<file path="config.mk">
export PLATFORM = sky130hd
export DESIGN_NAME = tact_front
export DESIGN_NICKNAME = d
export VERILOG_FILES = /design/src/rtl/core/tile_aware_cache_tag_model_top_macros.svh /design/src/rtl/core/tact_pkg.sv /design/src/rtl/core/tact_front.sv
export SDC_FILE = /design/constraint.sdc
export NUM_CORES = 1
export LEC_CHECK = 0
export ABC_AREA = 1
export BUFFER_PORTS_ARGS = -buffer_cell sky130_fd_sc_hd__buf_4
export CAP_MARGIN = 20
export CORE_MARGIN = 2
export CORE_UTILIZATION = 45
export DETAILED_ROUTE_END_ITERATION = 8
export GPL_TIMING_DRIVEN = 1
export PLACE_DENSITY = 0.74
export SYNTH_ARGS = -nofsm -noshare
export SYNTH_HDL_FRONTEND = slang
export SYNTH_SLANG_ARGS = --single-unit
</file>
<file path="constraint.sdc">
create_clock -name clk -period 4 [get_ports clk]
set_clock_uncertainty 0.2 [all_clocks]
set_input_delay 0 -clock clk [delete_from_list [all_inputs] [get_ports clk]]
set_output_delay 0 -clock clk [all_outputs]
set_load 0.1 [all_outputs]
</file>
<file path="src/rtl/core/tile_aware_cache_tag_model_top_macros.svh">
// Assertion helpers for the tag store.
`ifndef TILE_AWARE_CACHE_TAG_MODEL_TOP_MACROS_SVH
`define TILE_AWARE_CACHE_TAG_MODEL_TOP_MACROS_SVH

// Implication checked on every clock edge outside reset.
`define TACT_ASSERT_IMP(label, ante, cons, msg) \
  label: assert property (@(posedge clk) disable iff (!rst_n) (ante) |-> (cons)) \
    else $error(msg);

// Implication whose consequent is checked in the next cycle.
`define TACT_ASSERT_NXT(label, ante, cons, msg) \
  label: assert property (@(posedge clk) disable iff (!rst_n) (ante) |=> (cons)) \
    else $error(msg);

`endif

</file>
<file path="src/rtl/core/tact_pkg.sv">
package tact_pkg;

  // Default geometry.
  localparam int unsigned NumWaysDef = 8;
  localparam int unsigned NumSetsDef = 1024;
  localparam int unsigned LineBytesDef = 64;
  localparam int unsigned TileBytesDef = 4096;

  // Fixed field widths.
  localparam int unsigned AddrW = 64;
  localparam int unsigned TagW = 48;
  localparam int unsigned TileW = 32;
  localparam int unsigned StampW = 32;
  localparam int unsigned CntW = 64;
  localparam int unsigned WayOutW = 3;

  // Back end sequencer states.
  typedef enum logic [2:0] {
    ST_CLEAR = 3'b001,
    ST_IDLE  = 3'b010,
    ST_WRITE = 3'b100
  } back_state_t;

endpackage

</file>
<file path="src/rtl/core/tact_front.sv">
// Front end: takes accesses, splits the address into set, tag and tile,
// and holds them in a two-entry queue for the back end.
module tact_front #(
  parameter int unsigned NUM_SETS = tact_pkg::NumSetsDef,
  parameter int unsigned LINE_BYTES = tact_pkg::LineBytesDef,
  parameter int unsigned TILE_BYTES = tact_pkg::TileBytesDef,
  localparam int unsigned SetW = (NUM_SETS > 1) ? $clog2(NUM_SETS) : 1
) (
  input  logic                        clk,
  input  logic                        rst_n,
  input  logic                        in_valid,
  output logic                        in_ready,
  input  logic [tact_pkg::AddrW-1:0]  in_address,
  input  logic                        in_is_write,
  output logic                        q_valid,
  input  logic                        q_ready,
  output logic [SetW-1:0]             q_set,
  output logic [tact_pkg::TagW-1:0]   q_tag,
  output logic [tact_pkg::TileW-1:0]  q_tile,
  output logic                        q_write
);

  localparam int unsigned LineSh = $clog2(LINE_BYTES);
  localparam int unsigned SetSh = $clog2(NUM_SETS);
  localparam int unsigned TileSh = $clog2(TILE_BYTES);
  localparam int unsigned EntW = SetW + tact_pkg::TagW + tact_pkg::TileW + 1;

  logic [tact_pkg::AddrW-1:0] line_addr;
  logic [tact_pkg::AddrW-1:0] tag_full;
  logic [tact_pkg::AddrW-1:0] tile_full;
  logic [SetW-1:0]            set_idx;
  logic [EntW-1:0]            ent_in;
  logic [EntW-1:0]            ent_r [2];
  logic [1:0]                 cnt_r;
  logic [1:0]                 cnt_nxt;
  logic                       rd_r;
  logic                       rd_nxt;
  logic                       wr_ptr;
  logic                       push;
  logic                       pop;

  // Address classification; geometry is a power of two, so shifts suffice.
  always_comb begin
    line_addr = in_address >> LineSh;
    tag_full = line_addr >> SetSh;
    tile_full = in_address >> TileSh;
    if (NUM_SETS > 1) begin
      set_idx = line_addr[SetW-1:0];
    end else begin
      set_idx = '0;
    end
  end

  assign ent_in = {set_idx, tag_full[tact_pkg::TagW-1:0],
                   tile_full[tact_pkg::TileW-1:0], in_is_write};

  // Queue control.
  assign in_ready = (cnt_r != 2'd2);
  assign push = in_valid && in_ready;
  assign q_valid = (cnt_r != 2'd0);
  assign pop = q_valid && q_ready;
  assign wr_ptr = rd_r ^ cnt_r[0];
  assign cnt_nxt = cnt_r + {1'b0, push} - {1'b0, pop};
  assign rd_nxt = pop ? ~rd_r : rd_r;

  always_ff @(posedge clk) begin
    if (!rst_n) begin
      cnt_r <= 2'd0;
      rd_r <= 1'b0;
    end else begin
      cnt_r <= cnt_nxt;
      rd_r <= rd_nxt;
    end
  end

  // Queue storage.
  always_ff @(posedge clk) begin
    if (push) begin
      ent_r[wr_ptr] <= ent_in;
    end
  end

  assign {q_set, q_tag, q_tile, q_write} = ent_r[rd_r];

endmodule

</file>
* After elaboration in Yosys (flattened, before gate mapping)
Memory sizes are Yosys's and may differ from the RTL's. A register that Yosys moved wholly into a read port is not among the register bits.
Cells that the tools add are included.
** Cells by class
- Shifts and indexed selects :: 0
- Reductions and logical operators :: 3
- Div/mod/pow operators :: 0
- Add/subtract/negate cells :: 2
- $lt $le $gt $ge :: 0
- Multiply operators :: 0
- Mux-type cells :: 4
- Equality and inequality tests :: 1
- Bitwise gates (word level) :: 2
** Operators with widths (count)
- $mux W1 :: 4
- $add A2 B1 Y2 :: 1
- $logic_and A1 B1 Y1 :: 2
- $ne A2 B2 Y1 const B :: 1
- $reduce_bool A2 Y1 :: 1
- $sub A2 B1 Y2 :: 1
- $not A1 Y1 :: 1
- $xor A1 B1 Y1 :: 1
** Storage, ports and cells
- Memory bits (read-only) :: 0
- Memories kept :: 1
- Bits in writable memories :: 182
- Register bits :: 3
- Output and inout port bits :: 93
- Latch bits :: 0
** Memory list
- ent_r :: words 2, bits a word 91, rd ports 1, clocked after Yosys merged registers in 1, write ports 1, line tact_front.sv:33 : logic [EntW-1:0] ent_r [2];

* Logic depth before layout (Yosys ltp)
- Depth in word-level cells :: 4
- Gate-level depth with buffers :: 11
- Gate-level depth less buffers :: 11

* Least setup slack after synthesis
No wires, ideal clock.
- Kind :: register to register
- Start :: reg cnt_r[0]
- End :: mem ent_r[0][0] (netlist bit) (enable)
- Slack :: -635 ps
- Cell stages (with the launch flop) :: 5
- Arrival :: 3953 ps
- Data required time :: 3318 ps
- Setup time :: 482 ps
- Path through :: dfxtp_1 > inv_1 > nand2_1 > nand2_1 > nor2b_1
** On the way
- Cells in the longest elaborated chain, start to end :: 4
- Elaborated cells between the ends (all ways) :: 5
** RTL lines
- start: declaration :: line tact_front.sv:34 : logic [1:0] cnt_r;
- start signal: assignment :: line tact_front.sv:71 : cnt_r <= cnt_nxt;
- $ne A2 B2 Y1 :: line tact_front.sv:58 : assign in_ready = (cnt_r != 2'd2);
- named net in_ready :: line tact_front.sv:12 : output logic in_ready,
- $logic_and A1 B1 Y1 :: line tact_front.sv:59 : assign push = in_valid && in_ready;
- $mux W1 :: line tact_front.sv:78 : if (push) begin
- $mux W1 (implied by the code) :: line tact_front.sv:79 : ent_r[wr_ptr] <= ent_in;
- end: declaration :: line tact_front.sv:33
The timed path passes the listed nets, and every way through them passes these cells.

==> out/metrics.csv <==
metric,value,unit
outcome,"finished, final reports clean",
first-pass GRT wire length,14.4,mm
Vias,2746,
fin. max-slew vios,0,
Metal-1 WL,3.51,mm
max layer used,met4,
# hold bufs at CTS,66,
Routed WL,9.25,mm
wire length on met2,5.11,mm
WP data arrival,2370,ps
CP Max Fanout,47,
die area,11400,µm²
post-synthesis cell count,249,
most area-hungry cell type in the Yosys netlist,edfxtp_1,
Mapped Nets,320,
Hold Path Sink,ent_r[1][56]$_DFFE_PP_,
Nets,526,
DRT Pass-1 Iters,4,
Area contributors post-synth,"edfxtp_1 (74%), mux2_2 (12%), buf_4 (5.0%)",
DP HPWL,5.51,mm
Final Core Density,69.4,%
final hold violation count,0,
Vias/cell,4.55,
RD Place Congestion,0.690,
Tcrit/Tclk final,64.3,%
area share of the largest cell type after synthesis,74.4,%
Crit Reg-Reg Endpoint,ent_r[0][89]$_DFFE_PP_,
GRT overflow,0,
RSZ-0062 raised after global routing,false,
fin crit period,2570,ps
Worst setup SP type,flop,
FF-to-FF Start,cnt_r[0]$_SDFF_PN0_,
Max stage delay on crit path,620,ps
hold crit path type,in2reg,
fin cells,604,
Num Clock Sinks,122,
"Cell Chain, Critical Path",buf_4 -> mux2_2 -> buf_4,
GRT Overall Usage,16.7,%
critical path class,reg2out,
DP Cell Count,505,
drt drc,0,
share of cells above drive strength 1,53.2,%
register area share after synthesis,76.1,%
hold path cells,2,
clk slew on worst S/H paths,50,ps
Slowest cell on crit path,buf_4,
total CTS buffers,17,
Initial Util,46.3,%
FF-to-FF setup slack,1610,ps
max_cap viols,0,
post-CTS sizing,0,
HP Start,in_address[39],
Worst setup EP type,output pin,
number of core rows,37,
initial DRC count,131,
Seq cells post-synth,122,
Placeable Area,10300,µm²
Port Buffers,155,
Slew @ Worst Pin,844,ps
die height,107,µm
largest net degree at the start of global routing,48,
Max Clk Rate,389,MHz
critical path required time,3800,ps
maximum clock path buffer count,2,
Die X,107,µm
IO Pins,162,
H-tree depth,4,
Max-slew headroom,43.6,%
CP dominant cell by count,buf_4,
area delta synth->final,49.9,%
number of global-route vias before repair,3013,
postcts setup bufs,0,
Root Driver,clkbuf_8,
worst skew pair latency,500,ps
met3 wire length,553,µm
R2R depth,5,
Synth cell types,16,
Ys Warns,0,
initial antenna violation count,0,
TritonCTS clock tree,yes,
# diodes,0,
mapped cell area,4760,µm²
Setup Viol. Count Final,0,
antenna-violating nets left,0,
Wirelength per Cell,15.3,µm
TNS Setup,0,ps
Synth Area per Inst,19.1,µm²
worst max-delay path, delay by kind of cell, from the launching register on:
kind | cells | cell delay (ps)
buf+inv | 2 | 860
flops | 1 | 510
mux | 1 | 450
placed cells by master, fill, tap and decap left out, types with 2 or more instances in the layout:
master           n
buf_4          158
edfxtp_1       118
dlygate4sd3_1   67
mux2_2          49
clkbuf_16       16
mux2_4          10
nand2_1          8
inv_1            7
nor2_1           6
clkbuf_8         6
bufinv_16        3
clkbuf_1         3
dfxtp_1          3
nand3_1          2
ha_1             2
clkinvlp_4       2
routing by layer:
layer | track usage (%) | vias to the layer above
met3 | 5.78 | 7
met1 | 18.1 | 1329
met4 | 5.94 | 0
li1 | - | 1314
met5 | 0 | -
met2 | 30.2 | 96
how the worst max path moves through the flow:
| stage | cells after the start | startpoint | slack, ps | end |
|---|---|---|---|---|
| detailed placement | 5 | cnt_r[0]$_SDFF_PN0_ | 1580 | ent_r[0][4]$_DFFE_PP_ |
| floorplan | 4 | cnt_r[0]$_SDFF_PN0_ | 430 | ent_r[1][0]$_DFFE_PP_ |
| CTS | 3 | flop | 1380 | q_tile[1] |
| finish | 3 | flop | 1430 | q_tile[1] |
| global placement | 3 | rd_r$_SDFFE_PN0P_ | 1650 | ent_r[0][4]$_DFFE_PP_ |
| global route | 3 | flop | 1310 | q_tile[1] |
cell usage after synthesis, drive strengths merged:
| library cell | number |
|---|---|
| inv | 7 |
| ha | 2 |
| a21oi | 1 |
| edfxtp | 118 |
| nor2b | 1 |
| buf | 39 |
| nand3 | 2 |
| nor2 | 7 |
| dfxtp | 4 |
| nand2 | 8 |
| mux2 | 59 |
| xnor2 | 1 |
flip-flops by register name (all words and copies together) (netlist names), named ones only:
signal  count
rd_r        1
cnt_r       2
ent_r     118
through the flow:
| step | setup WS, ps | area, µm² | hold slack, ps |
|---|---|---|---|
| 2_1_floorplan | 433 | 4770 | -107 |
| 3_3_place_gp | 1650 | 5860 | -15.6 |
| 3_5_place_dp | 1580 | 5860 | -12.1 |
| 4_1_cts | 1380 | 7120 | 0.298 |
| 5_1_grt | 1310 | 7130 | 4.86 |
| 6_report | 1430 | 7130 | 21.9 |
cell families (layout without fill, tap and decap cells):
family / after synthesis / count (layout) / synth area share (%)
buffers and inverters: 46 / 265 / 6.81
AND/OR/NAND/NOR: 18 / 18 / 1.52
adder cells (fa/ha/maj): 2 / 2 / 0.526
AO/OA/AOI/OAI: 1 / 1 / 0.105
multiplexers: 59 / 59 / 14.7
flip-flops: 122 / 122 / 76.1
XOR/XNOR: 1 / 1 / 0.184
layout make-up:
| cell class | count | area [µm²] |
|---|---|---|
| flip-flops and latches | 122 | 3620 |
| fillers | 695 | 3140 |
| repair buffers | 226 | 1880 |
| multi-input cells | 81 | 828 |
| clock buffers | 25 | 494 |
| well taps | 136 | 170 |
| clock inverters | 7 | 114 |
| inverters | 7 | 26.3 |
Power is left out: the tool's default activity adds up to more than one toggle a clock period on the data nets, which glitch-free logic cannot reach.
